===== config.mk =====
export PLATFORM = sky130hd
export DESIGN_NAME = multi_stack_shared_buffer_unit
export DESIGN_NICKNAME = d
export VERILOG_FILES = /design/src/hw/rtl/msbuf_pkg.sv /design/src/hw/rtl/multi_stack_shared_buffer_unit.sv
export SDC_FILE = /design/constraint.sdc
export NUM_CORES = 2
export LEC_CHECK = 0
export BUFFER_PORTS_ARGS = -buffer_cell sky130_fd_sc_hd__buf_2
export CORE_MARGIN = 1.5
export CORE_UTILIZATION = 50
export CTS_BUF_LIST = sky130_fd_sc_hd__clkbuf_4
export CTS_CLUSTER_SIZE = 8
export DETAILED_ROUTE_END_ITERATION = 7
export PLACE_DENSITY = 0.74
export REMOVE_ABC_BUFFERS = 1
export SKIP_CTS_REPAIR_TIMING = 1
export SKIP_LAST_GASP = 1
export SYNTH_ARGS = -nofsm -noshare
export SYNTH_HDL_FRONTEND = slang
export SYNTH_SLANG_ARGS = --single-unit
export TNS_END_PERCENT = 20

===== constraint.sdc =====
create_clock -name clk -period 7.5 [get_ports clk]
set_input_delay 0 -clock clk [delete_from_list [all_inputs] [get_ports clk]]
set_output_delay 0 -clock clk [all_outputs]
set_load 0.01 [all_outputs]

===== src/hw/rtl/msbuf_pkg.sv =====
// Package for the multi-stack shared buffer: field widths, status and
// command codes, and the default sizes of the shared slot store.
// No dependencies.
`default_nettype none

package msbuf_pkg;

  // Default sizes.
  localparam int unsigned NUM_STACKS_DEF = 8;
  localparam int unsigned SLOTS_DEF      = 64;
  localparam int unsigned DATA_WIDTH_DEF = 32;

  // Fixed field widths of the channels.
  localparam int unsigned CMD_W    = 1;
  localparam int unsigned SID_IN_W = 3;
  localparam int unsigned VALUE_W  = 32;
  localparam int unsigned STATUS_W = 2;

  // Operation codes.
  localparam logic [CMD_W-1:0] CMD_PUSH = 1'b0;
  localparam logic [CMD_W-1:0] CMD_POP  = 1'b1;

  // Result status codes.
  localparam logic [STATUS_W-1:0] ST_OK        = 2'd0;
  localparam logic [STATUS_W-1:0] ST_OVERFLOW  = 2'd1;
  localparam logic [STATUS_W-1:0] ST_UNDERFLOW = 2'd2;

endpackage : msbuf_pkg

`default_nettype wire


===== src/hw/rtl/multi_stack_shared_buffer_unit.sv =====
// Top level of the multi-stack shared buffer: several LIFO stacks share one
// slot store whose free slots are chained into a free list.
// Depends on msbuf_pkg.
// Requests do not overlap: one is accepted only when idle, then executed, and
// execute waits while the previous result is not taken. The link memory is read
// in the accept cycle and written back when execute finishes.
// Reset: synchronous, active low. After reset a clearing pass chains every slot
// into the free list; no request is accepted then.
`default_nettype none

module multi_stack_shared_buffer_unit #(
  parameter int unsigned NUM_STACKS = msbuf_pkg::NUM_STACKS_DEF,
  parameter int unsigned SLOTS      = msbuf_pkg::SLOTS_DEF,
  parameter int unsigned DATA_WIDTH = msbuf_pkg::DATA_WIDTH_DEF
) (
  input  wire logic                              clk,
  input  wire logic                              rst_n,
  input  wire logic                              in_tvalid,
  output logic                                   in_tready,
  input  wire logic [msbuf_pkg::VALUE_W-1:0]     in_tdata,  // [31:0] push_value
  input  wire logic [3:0]                        in_tuser,  // [0] cmd, [3:1] stack_id
  output logic                                   out_tvalid,
  input  wire logic                              out_tready,
  output logic [msbuf_pkg::VALUE_W-1:0]          out_tdata, // [31:0] pop_value
  output logic [msbuf_pkg::STATUS_W-1:0]         out_tuser  // [1:0] status
);

  localparam int unsigned IDX_W  = $clog2(SLOTS);
  localparam int unsigned LINK_W = $clog2(SLOTS + 1);
  localparam int unsigned SID_W  = (NUM_STACKS > 1) ? $clog2(NUM_STACKS) : 1;
  localparam int unsigned CMP_W  = (SID_W > msbuf_pkg::SID_IN_W) ? SID_W + 1
                                                                  : msbuf_pkg::SID_IN_W + 1;
  localparam logic [LINK_W-1:0] NULL_LINK = LINK_W'(SLOTS);
  localparam logic [IDX_W-1:0]  LAST_IDX  = IDX_W'(SLOTS - 1);

  localparam logic [1:0] S_CLEAR = 2'd0;
  localparam logic [1:0] S_IDLE  = 2'd1;
  localparam logic [1:0] S_EXEC  = 2'd2;

  // Slot store: data and link memories with a registered read.
  logic [DATA_WIDTH-1:0] data_mem [SLOTS];
  logic [LINK_W-1:0]     link_mem [SLOTS];
  logic [DATA_WIDTH-1:0] data_rd_r;
  logic [LINK_W-1:0]     link_rd_r;

  logic [1:0]                      state_r, state_nxt;
  logic [IDX_W-1:0]                clr_idx_r;
  logic [LINK_W-1:0]               free_head_r;
  logic [LINK_W-1:0]               top_r [NUM_STACKS];

  logic [msbuf_pkg::CMD_W-1:0]     cmd_r;
  logic [SID_W-1:0]                sid_r;
  logic                            sid_ok_r;
  logic [IDX_W-1:0]                slot_r;
  logic                            slot_null_r;
  logic [msbuf_pkg::VALUE_W-1:0]   val_r;

  logic                            out_valid_r;
  logic [msbuf_pkg::VALUE_W-1:0]   out_data_r;
  logic [msbuf_pkg::STATUS_W-1:0]  out_status_r;

  logic                            accept;
  logic                            finish;
  logic                            fail;
  logic [msbuf_pkg::CMD_W-1:0]     in_cmd;
  logic [msbuf_pkg::SID_IN_W-1:0]  in_sid;
  logic                            in_sid_ok;
  logic [SID_W-1:0]                in_sid_idx;
  logic [LINK_W-1:0]               slot_sel;
  logic                            slot_sel_null;
  logic [IDX_W-1:0]                rd_addr;
  logic                            link_we;
  logic [IDX_W-1:0]                link_wa;
  logic [LINK_W-1:0]               link_wd;
  logic                            data_we;
  logic signed [DATA_WIDTH-1:0]    data_signed;

  assign in_cmd     = in_tuser[0];
  assign in_sid     = in_tuser[3:1];
  assign in_sid_ok  = CMP_W'(in_sid) < CMP_W'(NUM_STACKS);
  assign in_sid_idx = SID_W'(in_sid);

  assign in_tready = (state_r == S_IDLE);
  assign accept    = in_tvalid && in_tready;
  assign finish    = (state_r == S_EXEC) && (!out_valid_r || out_tready);
  assign fail      = !sid_ok_r || slot_null_r;

  // A push takes the free-list head, a pop takes the stack's top.
  always_comb begin
    if (in_cmd == msbuf_pkg::CMD_PUSH) begin
      slot_sel = free_head_r;
    end else begin
      slot_sel = in_sid_ok ? top_r[in_sid_idx] : NULL_LINK;
    end
    slot_sel_null = (slot_sel == NULL_LINK);
    rd_addr       = slot_sel_null ? '0 : slot_sel[IDX_W-1:0];
  end

  always_comb begin
    state_nxt = state_r;
    unique case (state_r)
      S_CLEAR: if (clr_idx_r == LAST_IDX) state_nxt = S_IDLE;
      S_IDLE:  if (accept) state_nxt = S_EXEC;
      S_EXEC:  if (finish) state_nxt = S_IDLE;
      default: state_nxt = S_CLEAR;
    endcase
  end

  // Single write port of the link memory, shared by the clearing pass.
  always_comb begin
    link_we = 1'b0;
    link_wa = slot_r;
    link_wd = free_head_r;
    data_we = 1'b0;
    if (state_r == S_CLEAR) begin
      link_we = 1'b1;
      link_wa = clr_idx_r;
      link_wd = LINK_W'(clr_idx_r) + LINK_W'(1);
    end else if (finish && !fail) begin
      link_we = 1'b1;
      if (cmd_r == msbuf_pkg::CMD_PUSH) begin
        link_wd = top_r[sid_r];
        data_we = 1'b1;
      end
    end
  end

  always_ff @(posedge clk) begin
    if (link_we) begin
      link_mem[link_wa] <= link_wd;
    end
    if (data_we) begin
      data_mem[slot_r] <= DATA_WIDTH'(val_r);
    end
    if (accept) begin
      link_rd_r <= link_mem[rd_addr];
      data_rd_r <= data_mem[rd_addr];
    end
  end

  always_ff @(posedge clk) begin
    if (accept) begin
      cmd_r       <= in_cmd;
      sid_r       <= in_sid_idx;
      sid_ok_r    <= in_sid_ok;
      slot_r      <= rd_addr;
      slot_null_r <= slot_sel_null;
      val_r       <= in_tdata;
    end
  end

  assign data_signed = data_rd_r;

  always_ff @(posedge clk) begin
    if (!rst_n) begin
      state_r     <= S_CLEAR;
      clr_idx_r   <= '0;
      free_head_r <= '0;
      out_valid_r <= 1'b0;
      for (int i = 0; i < NUM_STACKS; i++) begin
        top_r[i] <= NULL_LINK;
      end
    end else begin
      state_r <= state_nxt;
      if (state_r == S_CLEAR) begin
        clr_idx_r <= clr_idx_r + IDX_W'(1);
      end
      if (finish) begin
        out_valid_r <= 1'b1;
        if (!fail) begin
          if (cmd_r == msbuf_pkg::CMD_PUSH) begin
            top_r[sid_r] <= LINK_W'(slot_r);
            free_head_r  <= link_rd_r;
          end else begin
            top_r[sid_r] <= link_rd_r;
            free_head_r  <= LINK_W'(slot_r);
          end
        end
      end else if (out_valid_r && out_tready) begin
        out_valid_r <= 1'b0;
      end
    end
  end

  always_ff @(posedge clk) begin
    if (finish) begin
      if (fail) begin
        out_status_r <= (cmd_r == msbuf_pkg::CMD_PUSH) ? msbuf_pkg::ST_OVERFLOW
                                                        : msbuf_pkg::ST_UNDERFLOW;
        out_data_r   <= '0;
      end else begin
        out_status_r <= msbuf_pkg::ST_OK;
        out_data_r   <= (cmd_r == msbuf_pkg::CMD_POP)
                        ? msbuf_pkg::VALUE_W'(data_signed) : '0;
      end
    end
  end

  assign out_tvalid = out_valid_r;
  assign out_tdata  = out_data_r;
  assign out_tuser  = out_status_r;

`ifndef SYNTHESIS
  a_failed_request_returns_zero: assert property (@(posedge clk) disable iff (!rst_n)
    out_tvalid && (out_tuser != msbuf_pkg::ST_OK) |-> (out_tdata == '0))
    else $error("failed request carries nonzero data");

  a_accept_enters_exec: assert property (@(posedge clk) disable iff (!rst_n)
    accept |=> (state_r == S_EXEC) && !in_tready)
    else $error("accepted request did not enter execute");

  a_free_head_in_range: assert property (@(posedge clk) disable iff (!rst_n)
    free_head_r <= NULL_LINK)
    else $error("free-list head out of range");

  a_result_after_exec: assert property (@(posedge clk) disable iff (!rst_n)
    finish |=> out_tvalid)
    else $error("execute step produced no result");
`endif

endmodule : multi_stack_shared_buffer_unit

`default_nettype wire


==> impl_table.tex <==
\begin{tabular}{lr}
\hline
Metric & Value \\
\hline
\multicolumn{2}{l}{\textbf{Pwr}} \\
\quad Design internal power & 23100 uW \\
\quad Switching power & 6880 uW \\
\quad Fraction of power consumed by combinational cells & 6.3\% \\
\quad Clock network fraction of total power & 39.2\% \\
\quad Proportion of total power due to net switching & 22.9\% \\
\quad Power share of the sequential group & 54.5\% \\
\quad Pwr dens & 253 nW/um2 \\
\quad Static leakage & 0.0387 uW \\
\quad Largest vdd supply drop & 0.000195 V \\
\quad Final Total Pwr & 30000 uW \\
\multicolumn{2}{l}{\textbf{STA}} \\
\quad Number of endpoints with negative hold slack in the final report & 0 \\
\quad Upper clock frequency limit & 194 MHz \\
\quad Actual transition at the worst max-transition pin & 1.62 ns \\
\quad Count of final max-slew check failures & 1 \\
\quad Setup repair after global routing missed its margin & false \\
\quad Relative slew slack & -8.28\% \\
\quad Worst Skew & 0.164 ns \\
\quad Number of failing setup endpoints in the final timing report & 0 \\
\quad Fraction of the cycle the final worst path needs & 68.7\% \\
\quad Time the final worst path needs with I/O delays and setup & 5.16 ns \\
\quad Worst hold margin & 0.0892 ns \\
\multicolumn{2}{l}{\textbf{Worst setup path}} \\
\quad Setup crit start kind & flop \\
\quad Logic depth of the worst register-to-register path & 8 \\
\quad Endpoint arrival time on the critical path & 6.19 ns \\
\quad Setup CP Type & reg2reg \\
\quad CP Max Fanout & 159 \\
\quad R2r startpoint & top\_r[7][0] \\
\quad Endpoint kind of the worst setup timing path & flop \\
\quad Required @ worst endpoint & 8.53 ns \\
\quad Reg-to-reg endpoint & data\_rd\_r[18] \\
\quad Worst R2R Setup Slack & 2.34 ns \\
\multicolumn{2}{l}{\textbf{Floorplanning}} \\
\quad Area inside the core boundary & 210000 um2 \\
\quad Die ar. & 214000 um2 \\
\quad IO Pins & 76 \\
\quad Die width & 462 um \\
\quad Initial standard-cell utilization of the core & 50.3\% \\
\quad Die H & 462 um \\
\quad Total number of placement rows & 168 \\
\multicolumn{2}{l}{\textbf{Detailed routing}} \\
\quad Routed vias & 64900 \\
\quad Detail Route Antenna Nets & 0 \\
\quad Vias per inst & 6.05 \\
\quad Amount of wire on met3 after detailed routing & 27400 um \\
\quad First-pass DRT Iterations & 6 \\
\quad Total wire length after detailed routing & 272000 um \\
\quad Average routed wire per standard cell & 25.3 um \\
\quad DR top layer & met5 \\
\quad Met2 wire len & 129000 um \\
\quad Drt first-iter violations & 7900 \\
\quad Remaining routing DRC violations & 0 \\
\quad Metal1 wirelength & 101000 um \\
\multicolumn{2}{l}{\textbf{Layout}} \\
\quad Layout Area Growth over Synthesis & 12.3\% \\
\quad Final \#Nets & 7535 \\
\quad Most frequent standard cell in the layout excluding fill and tap cells & sky130\_fd\_sc\_hd\_\_edfxtp\_1 \\
\quad Fraction of final layout cells with drive strength greater than 1 & 18.9\% \\
\quad Core occupancy in the finished layout & 56.5\% \\
\quad Layout Cells excl Fill & 10700 \\
\quad Layout filler cell count & 15900 \\
\quad Most frequent cells in the layout & sky130\_fd\_sc\_hd\_\_edfxtp\_1 (2668), sky130\_fd\_sc\_hd\_\_nand2\_1 (1459), sky130\_fd\_sc\_hd\_\_clkbuf\_4 (936) \\
\multicolumn{2}{l}{\textbf{Synthesis}} \\
\quad Mapped Cells & 6962 \\
\quad Syn. warnings & 0 \\
\quad Cell variety after synth & 61 \\
\quad Most used flip-flop cell after synthesis & sky130\_fd\_sc\_hd\_\_edfxtp\_1 \\
\quad Mapped cell area & 105000 um2 \\
\quad Fraction of registers with async set or reset after synthesis & 0\% \\
\quad Sequential area share after synthesis & 76.3\% \\
\quad Number of storage elements in the synthesis netlist & 2687 \\
\quad EDFF count, synth & 2668 \\
\quad Avg Inst Size Synth & 15.1 um2 \\
\multicolumn{2}{l}{\textbf{GRT}} \\
\quad Overall fraction of global-route tracks in use & 24.9\% \\
\quad Global-route wire length before repair & 394000 um \\
\quad Initial antenna violation count & 10 \\
\quad Vias in the first global route & 62800 \\
\quad Maximum number of pins on one net before global-route repair & 199 \\
\quad Overflow left after global routing & 0 \\
\multicolumn{2}{l}{\textbf{Placement}} \\
\quad Inst Count DP & 9527 \\
\quad Final weighted congestion in routability-driven placement & 0.886 \\
\quad HPWL after DPL & 150000 um \\
\quad Port buffer count & 75 \\
\multicolumn{2}{l}{\textbf{Clocking}} \\
\quad Root Buffer Master & sky130\_fd\_sc\_hd\_\_clkbuf\_4 \\
\quad Clock input transition at the sequential cells of the worst setup and hold paths & 0.07 ns \\
\quad Count of H-tree levels built during CTS & 6 \\
\quad Insertion delay to the later sink of the worst-skew pair & 1.46 ns \\
\quad Maximum clock insertion buffer count & 4 \\
\quad TritonCTS clock tree & built \\
\quad \# clock sinks & 2687 \\
\quad Number of clock buffers inserted by TritonCTS & 657 \\
\multicolumn{2}{l}{\textbf{Run}} \\
\quad Maximum Capacitance Violations & 1 \\
\multicolumn{2}{l}{\textbf{Worst hold path}} \\
\quad Worst-case hold path end point & sid\_r[0] \\
\quad Worst min-delay path category & in2reg \\
\quad Startpoint of the most critical hold path & in\_tuser[1] \\
\quad Worst hold path depth & 3 \\
\multicolumn{2}{l}{\textbf{Outcome}} \\
\quad Violations in the final reports & capacitance limit, slew limit \\
\quad Outcome & complete, but fails checks \\
\hline
\end{tabular}
==> metal layers <==
metal / track usage [%] / up-vias
li1: - / 28200
met1: 32.6 / 32300
met2: 39.4 / 3853
met3: 5.27 / 593
met4: 13.1 / 6
met5: 0 / -
==> critical path: stages (launching register included) <==
cell,delay (ns)
sky130_fd_sc_hd__edfxtp_1,0.35
sky130_fd_sc_hd__mux2i_1,0.08
sky130_fd_sc_hd__mux4_2,0.54
sky130_fd_sc_hd__mux2_8,0.52
sky130_fd_sc_hd__inv_8,0.67
sky130_fd_sc_hd__buf_12,0.60
sky130_fd_sc_hd__a32oi_1,0.20
sky130_fd_sc_hd__a221oi_1,1.35
sky130_fd_sc_hd__nand4_1,0.20
==> flip-flops by register name (all words and copies together) (netlist names), 2 cells and up, named ones only <==
name	cells
link_mem	448
clr_idx_r	6
out_tdata	32
link_rd_r	7
out_tuser	2
val_r	32
data_rd_r	32
state_r	2
free_head_r	7
data_mem	2048
slot_r	6
sid_r	3
top_r	56
==> cells in the mapped netlist, drive strengths merged (11+ instances only) <==
cell type  instances  area share, %
edfxtp          2668             76
nand2           1465            5.2
a21oi            505            2.4
mux2i            354            3.4
clkbuf           250           0.89
nor2             222           0.79
buf              209           0.94
a32oi            190            1.6
mux2             155            1.7
o22ai            138           0.82
a32o             106            1.0
a22oi             88           0.63
nand3             85           0.40
o21ai             78           0.37
mux4              43           0.92
and2              40           0.24
a2111oi           36           0.30
a31oi             36           0.22
a22o              34           0.28
a221oi            33           0.27
nand4             29           0.17
or3               29           0.17
and3              27           0.16
dfxtp             19           0.36
nand2b            14          0.083
nor2b             12          0.071
o311ai            12           0.10
and4              11          0.091
==> power groups by stage <==
| stage | sequential, uW | combinational (uW) | clock (uW) |
|---|---|---|---|
| after global routing | 16300 | 2000 | 12700 |
| after detailed placement | 16700 | 1810 | 0 |
| final | 16400 | 1900 | 11800 |
| after global placement | 16700 | 1770 | 0 |
| after CTS | 16400 | 1820 | 11900 |
| after floorplan | 16700 | 1350 | 0 |
==> worst max-delay path by stage <==
| stage | startpoint | cells past startpoint | to | slack (ns) |
|---|---|---|---|---|
| 2_1_floorplan | top_r[2][1] | 9 | data_rd_r[28] | -81.50 |
| 3_3_place_gp | in_tuser[2] | 10 | data_rd_r[7] | 2.27 |
| 3_5_place_dp | in_tuser[2] | 9 | data_rd_r[2] | 2.29 |
| 4_1_cts | top_r[5][0] | 9 | data_rd_r[2] | 2.37 |
| 5_1_grt | top_r[3][0] | 9 | data_rd_r[2] | 2.21 |
| 6_report | top_r[7][0] | 8 | data_rd_r[18] | 2.34 |
==> metrics by stage <==
stage / TNS [ns] / setup slack (ns) / cell area [um2]
final: 0 / 2.34 / 118000
after global routing: 0 / 2.21 / 118000
after CTS: 0 / 2.37 / 117000
after detailed placement: 0 / 2.29 / 109000
after global placement: 0 / 2.27 / 109000
after floorplan: -3331.39 / -81.50 / 104000
==> kinds of logic (layout without fill, tap and decap cells) <==
kind of cell / Yosys count / count (layout) / synth area share, %
AOI/OAI and AO/OA: 1290 / 1290 / 8.25
xor gates and xnor gates: 8 / 8 / 0.0664
adders and majority gates: 1 / 1 / 0.0119
buffers and inverters: 468 / 1412 / 1.87
DFF: 2687 / 2687 / 76.3
muxes: 552 / 552 / 5.94
other: 0 / 14 / 0
and+or+nand+nor: 1956 / 1956 / 7.53
==> layout make-up <==
type,count,area [um2],share of cell area [%]
antenna,14,35.0,0.0296
clock buffer,936,7030,5.93
clock inverter,135,910,0.768
multi-input combinational,3807,23700,20.0
timing repair buffer,332,2740,2.31
tap,2805,3510,2.96
sequential,2687,80500,68.0
inverter,9,51.3,0.0433
Power figures use the tool's default switching activity.
